File: config.mk
export PLATFORM = sky130hd
export DESIGN_NAME = sorted_priority_queue
export DESIGN_NICKNAME = d
export VERILOG_FILES = /design/src/sv/spq_pkg.sv /design/src/sv/spq_node.sv /design/src/sv/sorted_priority_queue.sv
export SDC_FILE = /design/constraint.sdc
export NUM_CORES = 2
export LEC_CHECK = 0
export ABC_AREA = 1
export BUFFER_PORTS_ARGS = -buffer_cell sky130_fd_sc_hd__buf_2
export CORE_ASPECT_RATIO = 1.2
export CORE_MARGIN = 4
export CORE_UTILIZATION = 63
export CTS_BUF_LIST = sky130_fd_sc_hd__clkbuf_16
export DETAILED_ROUTE_END_ITERATION = 10
export PLACE_DENSITY = 0.78
export RECOVER_POWER = 100
export SYNTH_ARGS = -nofsm -noshare
export SYNTH_HDL_FRONTEND = slang
export SYNTH_HIERARCHICAL = 1
export SYNTH_SLANG_ARGS = --single-unit
File: constraint.sdc
create_clock -name clock -period 11.5 [get_ports clock]
set_input_delay 1.725 -clock clock [delete_from_list [all_inputs] [get_ports clock]]
set_output_delay 1.725 -clock clock [all_outputs]
set_load 0.03 [all_outputs]
File: src/sv/spq_pkg.sv
package spq_pkg;

   // Number of cells in the chain.
   localparam int CAPACITY = 16;
   // Width of the fill counter, wide enough to hold CAPACITY itself.
   localparam int CNT_W = $clog2(CAPACITY + 1);
   localparam int COUNT_OUT_W = 5;

   typedef enum logic [1:0] {
      OP_PEEK   = 2'd0,
      OP_INSERT = 2'd1,
      OP_POP    = 2'd2,
      OP_REMOVE = 2'd3
   } op_type;

   typedef enum logic [1:0] {
      ST_OK        = 2'd0,
      ST_EMPTY     = 2'd1,
      ST_FULL      = 2'd2,
      ST_NOT_FOUND = 2'd3
   } status_type;

   // Command broadcast to every cell in the cycle a beat is accepted.
   typedef struct packed {
      logic               apply;
      op_type             op;
      logic signed [31:0] value;
   } cmd_type;

   // Travels from a cell to its right-hand neighbor (toward the tail).
   typedef struct packed {
      logic signed [31:0] entry;
      logic               valid;
      logic               keep;   // this entry stays put on insert
      logic               hit;    // a remove match lies here or closer to the head
   } tail_link_type;

   // Travels from a cell to its left-hand neighbor (toward the head).
   typedef struct packed {
      logic signed [31:0] entry;
      logic               valid;
   } head_link_type;

endpackage

File: src/sv/spq_node.sv
module spq_node (
   input  logic                   clock,
   input  logic                   reset,
   input  spq_pkg::cmd_type       cmd,
   input  spq_pkg::tail_link_type from_left,
   input  spq_pkg::head_link_type from_right,
   output spq_pkg::tail_link_type to_right,
   output spq_pkg::head_link_type to_left
);

   logic signed [31:0] entry_ff;
   logic signed [31:0] entry_in;
   logic               valid_ff;
   logic               valid_in;
   logic               keep;
   logic               hit;

   // Local compares: the queue is sorted, so keep is true for a prefix of the chain.
   assign keep = valid_ff && (entry_ff >= cmd.value);
   assign hit  = from_left.hit || (valid_ff && (entry_ff == cmd.value));

   // Next entry for each operation.
   always_comb begin
      entry_in = entry_ff;
      valid_in = valid_ff;
      if (cmd.apply) begin
         unique case (cmd.op)
            spq_pkg::OP_PEEK: begin
               entry_in = entry_ff;
               valid_in = valid_ff;
            end
            spq_pkg::OP_INSERT: begin
               // Entries past the insertion point move one place toward the tail.
               if (!keep) begin
                  entry_in = from_left.keep ? cmd.value : from_left.entry;
                  valid_in = valid_ff || from_left.valid;
               end
            end
            spq_pkg::OP_POP: begin
               entry_in = from_right.entry;
               valid_in = from_right.valid;
            end
            spq_pkg::OP_REMOVE: begin
               // Entries from the first match onward move one place toward the head.
               if (hit) begin
                  entry_in = from_right.entry;
                  valid_in = from_right.valid;
               end
            end
            default: begin
               entry_in = entry_ff;
               valid_in = valid_ff;
            end
         endcase
      end
   end

   // Entry storage; only the valid bit is reset.
   always_ff @(posedge clock) begin
      entry_ff <= entry_in;
      if (reset) begin
         valid_ff <= 1'b0;
      end else begin
         valid_ff <= valid_in;
      end
   end

   assign to_right.entry = entry_ff;
   assign to_right.valid = valid_ff;
   assign to_right.keep  = keep;
   assign to_right.hit   = hit;
   assign to_left.entry  = entry_ff;
   assign to_left.valid  = valid_ff;

endmodule

File: src/sv/sorted_priority_queue.sv
// Channel  Ports      Payload (lowest bit first)
// -------  ---------  ------------------------------------------------------------
// request  req_t*     tuser[1:0] operation; tdata[31:0] value
// response rsp_t*     tuser[1:0] status; tdata result_value, head_after, entry_count
//
// One operation per clock: every cell of the chain compares and shifts in the
// cycle the request beat is accepted, so the rate is set by the compare and
// neighbor shift inside each cell. The response appears in the cycle after
// accept. Reset clears the valid bits of all cells and the fill count. A
// stalled response holds the request side: req_tready falls until it is taken.
module sorted_priority_queue (
   input  logic        clock,
   input  logic        reset,
   input  logic        req_tvalid,
   output logic        req_tready,
   input  logic [31:0] req_tdata,  // [31:0] value
   input  logic [1:0]  req_tuser,  // [1:0] operation
   output logic        rsp_tvalid,
   input  logic        rsp_tready,
   output logic [71:0] rsp_tdata,  // [31:0] result_value, [63:32] head_after,
                                   // [68:64] entry_count, [71:69] zero
   output logic [1:0]  rsp_tuser   // [1:0] status
);

   spq_pkg::cmd_type       cmd;
   spq_pkg::tail_link_type tail_link [spq_pkg::CAPACITY+1];
   spq_pkg::head_link_type head_link [spq_pkg::CAPACITY+1];

   logic                       accept;
   logic                       full;
   logic                       empty;
   logic signed [31:0]         head_now;
   logic [spq_pkg::CNT_W-1:0]  count_ff;
   logic [spq_pkg::CNT_W-1:0]  count_in;
   logic                       rsp_valid_ff;
   logic signed [31:0]         result_ff;
   logic signed [31:0]         result_in;
   spq_pkg::status_type        status_ff;
   spq_pkg::status_type        status_in;
   logic                       insert_ok;

   assign req_tready = !rsp_valid_ff || rsp_tready;
   assign accept     = req_tvalid && req_tready;

   assign full     = (count_ff == spq_pkg::CNT_W'(spq_pkg::CAPACITY));
   assign empty    = !head_link[0].valid;
   assign head_now = head_link[0].valid ? head_link[0].entry : 32'sd0;

   assign insert_ok = !full;

   // Command for the chain; a refused insert leaves every cell untouched.
   always_comb begin
      cmd.op    = spq_pkg::op_type'(req_tuser);
      cmd.value = req_tdata;
      cmd.apply = accept &&
                  !((spq_pkg::op_type'(req_tuser) == spq_pkg::OP_INSERT) && !insert_ok);
   end

   // Chain boundaries: the head side always admits the new value, the tail side is empty.
   assign tail_link[0].entry = 32'sd0;
   assign tail_link[0].valid = 1'b1;
   assign tail_link[0].keep  = 1'b1;
   assign tail_link[0].hit   = 1'b0;
   assign head_link[spq_pkg::CAPACITY].entry = 32'sd0;
   assign head_link[spq_pkg::CAPACITY].valid = 1'b0;

   for (genvar i = 0; i < spq_pkg::CAPACITY; i++) begin : g_node
      spq_node u_node (
         .clock      (clock),
         .reset      (reset),
         .cmd        (cmd),
         .from_left  (tail_link[i]),
         .from_right (head_link[i+1]),
         .to_right   (tail_link[i+1]),
         .to_left    (head_link[i])
      );
   end

   // Result, status and fill count for the accepted operation.
   always_comb begin
      result_in = head_now;
      status_in = spq_pkg::ST_OK;
      count_in  = count_ff;
      unique case (spq_pkg::op_type'(req_tuser))
         spq_pkg::OP_PEEK: begin
            if (empty) status_in = spq_pkg::ST_EMPTY;
         end
         spq_pkg::OP_INSERT: begin
            if (full) begin
               status_in = spq_pkg::ST_FULL;
            end else begin
               count_in = count_ff + spq_pkg::CNT_W'(1);
            end
         end
         spq_pkg::OP_POP: begin
            if (empty) begin
               status_in = spq_pkg::ST_EMPTY;
            end else begin
               count_in = count_ff - spq_pkg::CNT_W'(1);
            end
         end
         spq_pkg::OP_REMOVE: begin
            if (tail_link[spq_pkg::CAPACITY].hit) begin
               count_in = count_ff - spq_pkg::CNT_W'(1);
            end else begin
               status_in = spq_pkg::ST_NOT_FOUND;
            end
         end
         default: begin
            status_in = spq_pkg::ST_OK;
         end
      endcase
   end

   // Fill count and response register.
   always_ff @(posedge clock) begin
      if (reset) begin
         count_ff     <= '0;
         rsp_valid_ff <= 1'b0;
      end else begin
         if (accept) begin
            count_ff     <= count_in;
            rsp_valid_ff <= 1'b1;
         end else if (rsp_tready) begin
            rsp_valid_ff <= 1'b0;
         end
      end
      if (accept) begin
         result_ff <= result_in;
         status_ff <= status_in;
      end
   end

   // The chain only moves on accept, which also reloads the response,
   // so the head read straight from the cells and the fill count match this beat.
   assign rsp_tvalid        = rsp_valid_ff;
   assign rsp_tdata[31:0]   = result_ff;
   assign rsp_tdata[63:32]  = head_now;
   assign rsp_tdata[68:64]  = spq_pkg::COUNT_OUT_W'(count_ff);
   assign rsp_tdata[71:69]  = 3'd0;
   assign rsp_tuser         = status_ff;

endmodule
# After elaboration in Yosys (flattened, before gate mapping)
# Index checks and enable logic that the tools add are counted.
dict set report op_classes {
  addsub 2
  n_bitwise 1
  n_lt_le_gt_ge 16
  mux 122
  reduce_logical 89
  n_eq_ne 54
}
# op n
set ops {}
lappend ops {{32-bit two-way mux} 48}
lappend ops {{32-bit one-hot mux with 3 select lines} 16}
lappend ops {{32-bit equality test} 16}
lappend ops {{32-bit greater-or-equal comparator} 16}
lappend ops {{4-bit AND reduction} 16}
lappend ops {{1-bit one-hot mux with 3 select lines} 16}
lappend ops {{1-bit logical AND} 35}
lappend ops {{1-bit two-way mux} 35}
lappend ops {{2-bit by 1-bit != test with 1-bit output (second input constant)} 17}
lappend ops {{2-bit != test (second input constant)} 17}
lappend ops {{1-bit logical OR} 31}
lappend ops {{5-bit two-way mux} 3}
lappend ops {{5-bit one-hot mux with 3 select lines} 1}
lappend ops {{2-bit one-hot mux with 3 select lines} 1}
lappend ops {{5-bit by 1-bit adder with 5-bit output (second input constant)} 1}
lappend ops {{5-bit equality test (second input constant)} 1}
lappend ops {{5-bit AND reduction} 1}
lappend ops {{5-bit by 1-bit subtractor with 5-bit output (second input constant)} 1}
lappend ops {{2-bit equality test (second input constant)} 2}
lappend ops {{2-bit two-way mux} 2}
lappend ops {{3-bit nonzero test} 1}
lappend ops {{2-bit by 1-bit equality test with 1-bit output (second input constant)} 1}
lappend ops {{1-bit zero test} 2}
lappend ops {{2-bit zero test} 1}
lappend ops {{3 further kinds} 3}
dict set report totals {
  word_cells 320
  input_bits 38
  regBits 568
}

# Logic depth before layout (Yosys ltp)
dict set report depth {
  word_depth 19
  depth_mapped 60
}

# Hierarchy
# The synthesis kept the hierarchy.
# module instances area_each_um2 cells_per_inst
set by_module_without_submodules {}
lappend by_module_without_submodules {{spq_node (g_node[0].u_node ...)} 15 2881.5 378}
lappend by_module_without_submodules {{spq_node (g_node[13].u_node)} 1 2899.0 378}
lappend by_module_without_submodules {sorted_priority_queue 1 1819.2 184}

# Worst setup path after synthesis
# Ideal clock, no wire load.
dict set report synth_timing {
  kind {input -> register}
  startpoint {in req_tdata[23]}
  endpoint {reg g_node[15].u_node.entry_ff[0] (enable)}
  slack_ns 4.481
  setup_time_ns 0.400
  n_path_buf 15
  arrival_ns 6.619
  cell_stages 57
  required_ns 11.100
  path_cell_list {inv_1 -> ha_1 -> nand2_1 -> nor2_1 -> nand4_1 -> nor2_4 -> nand4_2 -> nand2_1 -> buf_4 -> inv_1 -> nand2_1 -> buf_4 -> inv_1 -> nand2_1 -> buf_4 -> inv_1 -> nand2_1 -> buf_4 -> (+21 left out) -> inv_1 -> nand2_1 -> buf_4 -> inv_1 -> nand2_1 -> buf_4 -> inv_1 -> nand2_1 -> buf_4 -> inv_1 -> nand2_1 -> buf_4 -> inv_1 -> nand3_2 -> a21oi_2 -> nor2_4 -> nand2_2 -> inv_1}
}
dict set report synth_via {
  elab_chain_len 19
}
# item line_no
set synth_rtl {}
lappend synth_rtl {{start: declaration} sorted_priority_queue.sv:16} ;# input logic [31:0] req_tdata,
lappend synth_rtl {{32-bit equality test} spq_node.sv:20} ;# assign hit = from_left.hit || (valid_ff && (entry_ff == cmd.value));
lappend synth_rtl {{1-bit logical AND} spq_node.sv:20}
lappend synth_rtl {{net g_node[0].u_node.hit} spq_node.sv:16} ;# logic hit;
lappend synth_rtl {{1-bit logical OR} spq_node.sv:20}
lappend synth_rtl {{net g_node[1].u_node.hit} spq_node.sv:16}
lappend synth_rtl {{1-bit logical OR} spq_node.sv:20}
lappend synth_rtl {{net g_node[2].u_node.hit} spq_node.sv:16}
lappend synth_rtl {{1-bit logical OR} spq_node.sv:20}
lappend synth_rtl {{net g_node[3].u_node.hit} spq_node.sv:16}
lappend synth_rtl {{(+1 left out)} -}
lappend synth_rtl {{net g_node[4].u_node.hit} spq_node.sv:16}
lappend synth_rtl {{(+1 left out)} -}
lappend synth_rtl {{net g_node[5].u_node.hit} spq_node.sv:16}
lappend synth_rtl {{(+1 left out)} -}
lappend synth_rtl {{net g_node[6].u_node.hit} spq_node.sv:16}
lappend synth_rtl {{(+1 left out)} -}
lappend synth_rtl {{net g_node[7].u_node.hit} spq_node.sv:16}
lappend synth_rtl {{(+1 left out)} -}
lappend synth_rtl {{net g_node[8].u_node.hit} spq_node.sv:16}
lappend synth_rtl {{(+1 left out)} -}
lappend synth_rtl {{net g_node[9].u_node.hit} spq_node.sv:16}
lappend synth_rtl {{(+1 left out)} -}
lappend synth_rtl {{net g_node[10].u_node.hit} spq_node.sv:16}
lappend synth_rtl {{(+1 left out)} -}
lappend synth_rtl {{net g_node[11].u_node.hit} spq_node.sv:16}
lappend synth_rtl {{(+1 left out)} -}
lappend synth_rtl {{net g_node[12].u_node.hit} spq_node.sv:16}
lappend synth_rtl {{1-bit logical OR} spq_node.sv:20}
lappend synth_rtl {{net g_node[13].u_node.hit} spq_node.sv:16}
lappend synth_rtl {{1-bit logical OR} spq_node.sv:20}
lappend synth_rtl {{net g_node[14].u_node.hit} spq_node.sv:16}
lappend synth_rtl {{1-bit logical OR} spq_node.sv:20}
lappend synth_rtl {{2-bit by 1-bit != test with 1-bit output (no line)} -}
lappend synth_rtl {{4-bit AND reduction (no line)} -}
lappend synth_rtl {{end signal: assignment} spq_node.sv:60} ;# entry_ff <= entry_in;
lappend synth_rtl {{end: declaration} spq_node.sv:11} ;# logic signed [31:0] entry_ff;
# The timed path passes the listed nets, and every way through them passes these cells.
# A chain may end at the register's enable or synchronous reset.

# Worst setup path after layout
dict set report layout_timing {
  startpoint {in req_tuser[1]}
  endpoint {reg g_node[6].u_node.entry_ff[23], data pin}
}
dict set report layout_via {
  elab_chain_len 2
}
# item line_no
set layout_rtl {}
lappend layout_rtl {{start: declaration} sorted_priority_queue.sv:17} ;# input logic [1:0] req_tuser,
lappend layout_rtl {{2-bit equality test or 2-bit by 1-bit equality test with 1-bit output (tied branches)} spq_node.sv:27} ;# unique case (cmd.op)
lappend layout_rtl {{32-bit one-hot mux with 3 select lines *} spq_node.sv:27}
lappend layout_rtl {{end signal: assignment} spq_node.sv:60}
lappend layout_rtl {{end: declaration} spq_node.sv:11}
# Mark *: on every way between the ends. The rest lies on a longest branch, timed or not.

==> impl_metrics.toml <==
[clock_network]
clkSlewWorstSetupHoldPaths_ns = 0.06
cts_tree = "done"
h-tree-depth = 2
ctsResizeCount = 0
cts_setup_buffers = 0
cts_sinks = 568
insertion_delay_ns = 0.65
cts_buffer_depth = 3
clk_root_buffer_cell = "clkbuf_16"
cts_buffers = 61
cts_hold_buf = 0

[route]
ant_nets = 0
wire_per_inst_um = 15.9
wl_um = 107000
drcViolationCount = 0
vias = 36700
drt_iter0_markers = 2914
avgViaCountPerCell = 5.43
drt_pre_antenna_iters = 6

[placed_design]
dp_slack_ns = 4.93
portBuffers = 110
place_area_um2 = 45400
dp_hpwl_um = 80700
dp.cells = 6651
place_congestion = 0.894

[power]
p_comb_share_pct = 20.1
p_leak_uw = 0.0216
p_int_uw = 4000
pwr_density_cell_nw_per_um2 = 122
peakVddDrop_uv = 116
swShare_pct = 30.4
p_total_uw = 5750
switchingPower_uw = 1750
p_seq_share_pct = 45.0
clkPwrFrac_pct = 34.9

[global_routing]
grt_pass1_wl_um = 172000
grt_max_degree = 266
gr-total-overflow = 0
gr-usage-all-layers_pct = 26.0
grt_pass1_vias = 35100
antenna_found_initial = 4

[sta]
clock_skew_ns = 0.0349
layout_setup_ws_ns = 3.58
max_slew_margin_pct = -192
fmax_mhz = 126
slew_violations = 977
rsz0062_at_grt = "false"
fin_crit_ns = 7.92
worst_slew_pin_slew_ns = 4.38
fin_setup_tns_ns = 0
finalSetupViolations = 0
post-route-period-util_pct = 68.8
hold_viol_final = 0

[worst_setup_path]
crit_required_ns = 11.70
cp_max_fo = 123
cp-end-kind = "flop"
critPathKind = "input port to flop"
crit_arrival_ns = 8.12
critPathLaunchType = "input port"

[die]
core_area_um2 = 75000
dieArea_um2 = 80200
initial_utilization_pct = 63.6
ioPinCount = 114
die_y_um = 309
row_count = 110
die_w_um = 259

[layout]
drive_above_1_share_pct = 5.77
layout.nets = 6260
final.fill_count = 6512
area_growth_pct = -1.29
design_area_um2 = 47100
layout_common_cells = "nand2_1, o21ai_0, inv_1, edfxtp_1, ha_1"
final_cells = 6765
final_common_cell = "nand2_1"

[yosys]
synth_cells = 6197
syn-cell-area_um2 = 47700
syn_area_per_cell_um2 = 7.69
synth_warnings = 6

[hold_path]
hp-class = "flop to flop"

[outcome]
violations = "max-capacitance violations, max-slew violations"
outcome = "finished, violations left"

[run]
max-cap-violations = 19
[stage by stage]
stage                     utilization (%)  hold WS (ns)
final                                62.7         0.535
after detailed placement             60.5         0.548
after global routing                 62.7         0.570
after floorplan                         -         0.529
after CTS                            63.2         0.563
after global placement               60.5         0.539
[power by group through the flow]
stage	registers, µW	logic [µW]	clock network (µW)
floorplan	2600	972	0
global placement	2620	1110	0
detailed placement	2620	1150	0
CTS	2580	1160	2050
global route	2600	1330	2120
finish	2590	1150	2010
[worst paths after layout]
path / start / depth (start not counted) / slack, ns / endpoint
max: req_tuser[1] / 3 / 3.58 / g_node[6].u_node/entry_ff[23]$_DFFE_PP_
min: rsp_tvalid$_SDFFE_PP0P_ / 2 / 0.54 / rsp_tvalid$_SDFFE_PP0P_
max reg2reg: g_node[0].u_node/entry_ff[31]$_DFFE_PP_ / 42 / 5.97 / g_node[15].u_node/entry_ff[26]$_DFFE_PP_
min reg2reg: rsp_tvalid$_SDFFE_PP0P_ / 2 / 0.54 / rsp_tvalid$_SDFFE_PP0P_
[metal layers]
| metal | track usage (%) | vias up | part of all wire [%] |
|---|---|---|---|
| met3 | 2.60 | 242 | 5.1 |
| met4 | 11.0 | 2 | 4.5 |
| li1 | - | 18900 | - |
| met1 | 32.2 | 16700 | 42 |
| met5 | 0 | - | 0.010 |
| met2 | 46.5 | 961 | 49 |
[final cells by class]
class	count	area, µm²	share of cell area (%)
Sequential cell	568	16800	35.8
Antenna cell	2	5.00	0.0106
Timing Repair Buffer	151	704	1.50
Clock inverter	50	443	0.941
Inverter	846	3180	6.75
Clock buffer	62	1550	3.30
Tap cell	1008	1260	2.68
Multi-Input combinational cell	4078	23100	49.1
[registers in the layout, indices dropped and copies added, names as in the netlist]
register and count:
count_ff 5, g_node.u_node/valid_ff 16, g_node.u_node/entry_ff 512, rsp_tvalid 1, rsp_tuser 2, result_ff 32
[worst max-delay path: stages]
cell and delay [ns]:
clkbuf_1 2.42, clkbuf_1 3.23, o21ai_0 0.62
(Power assumes the default switching activity.)
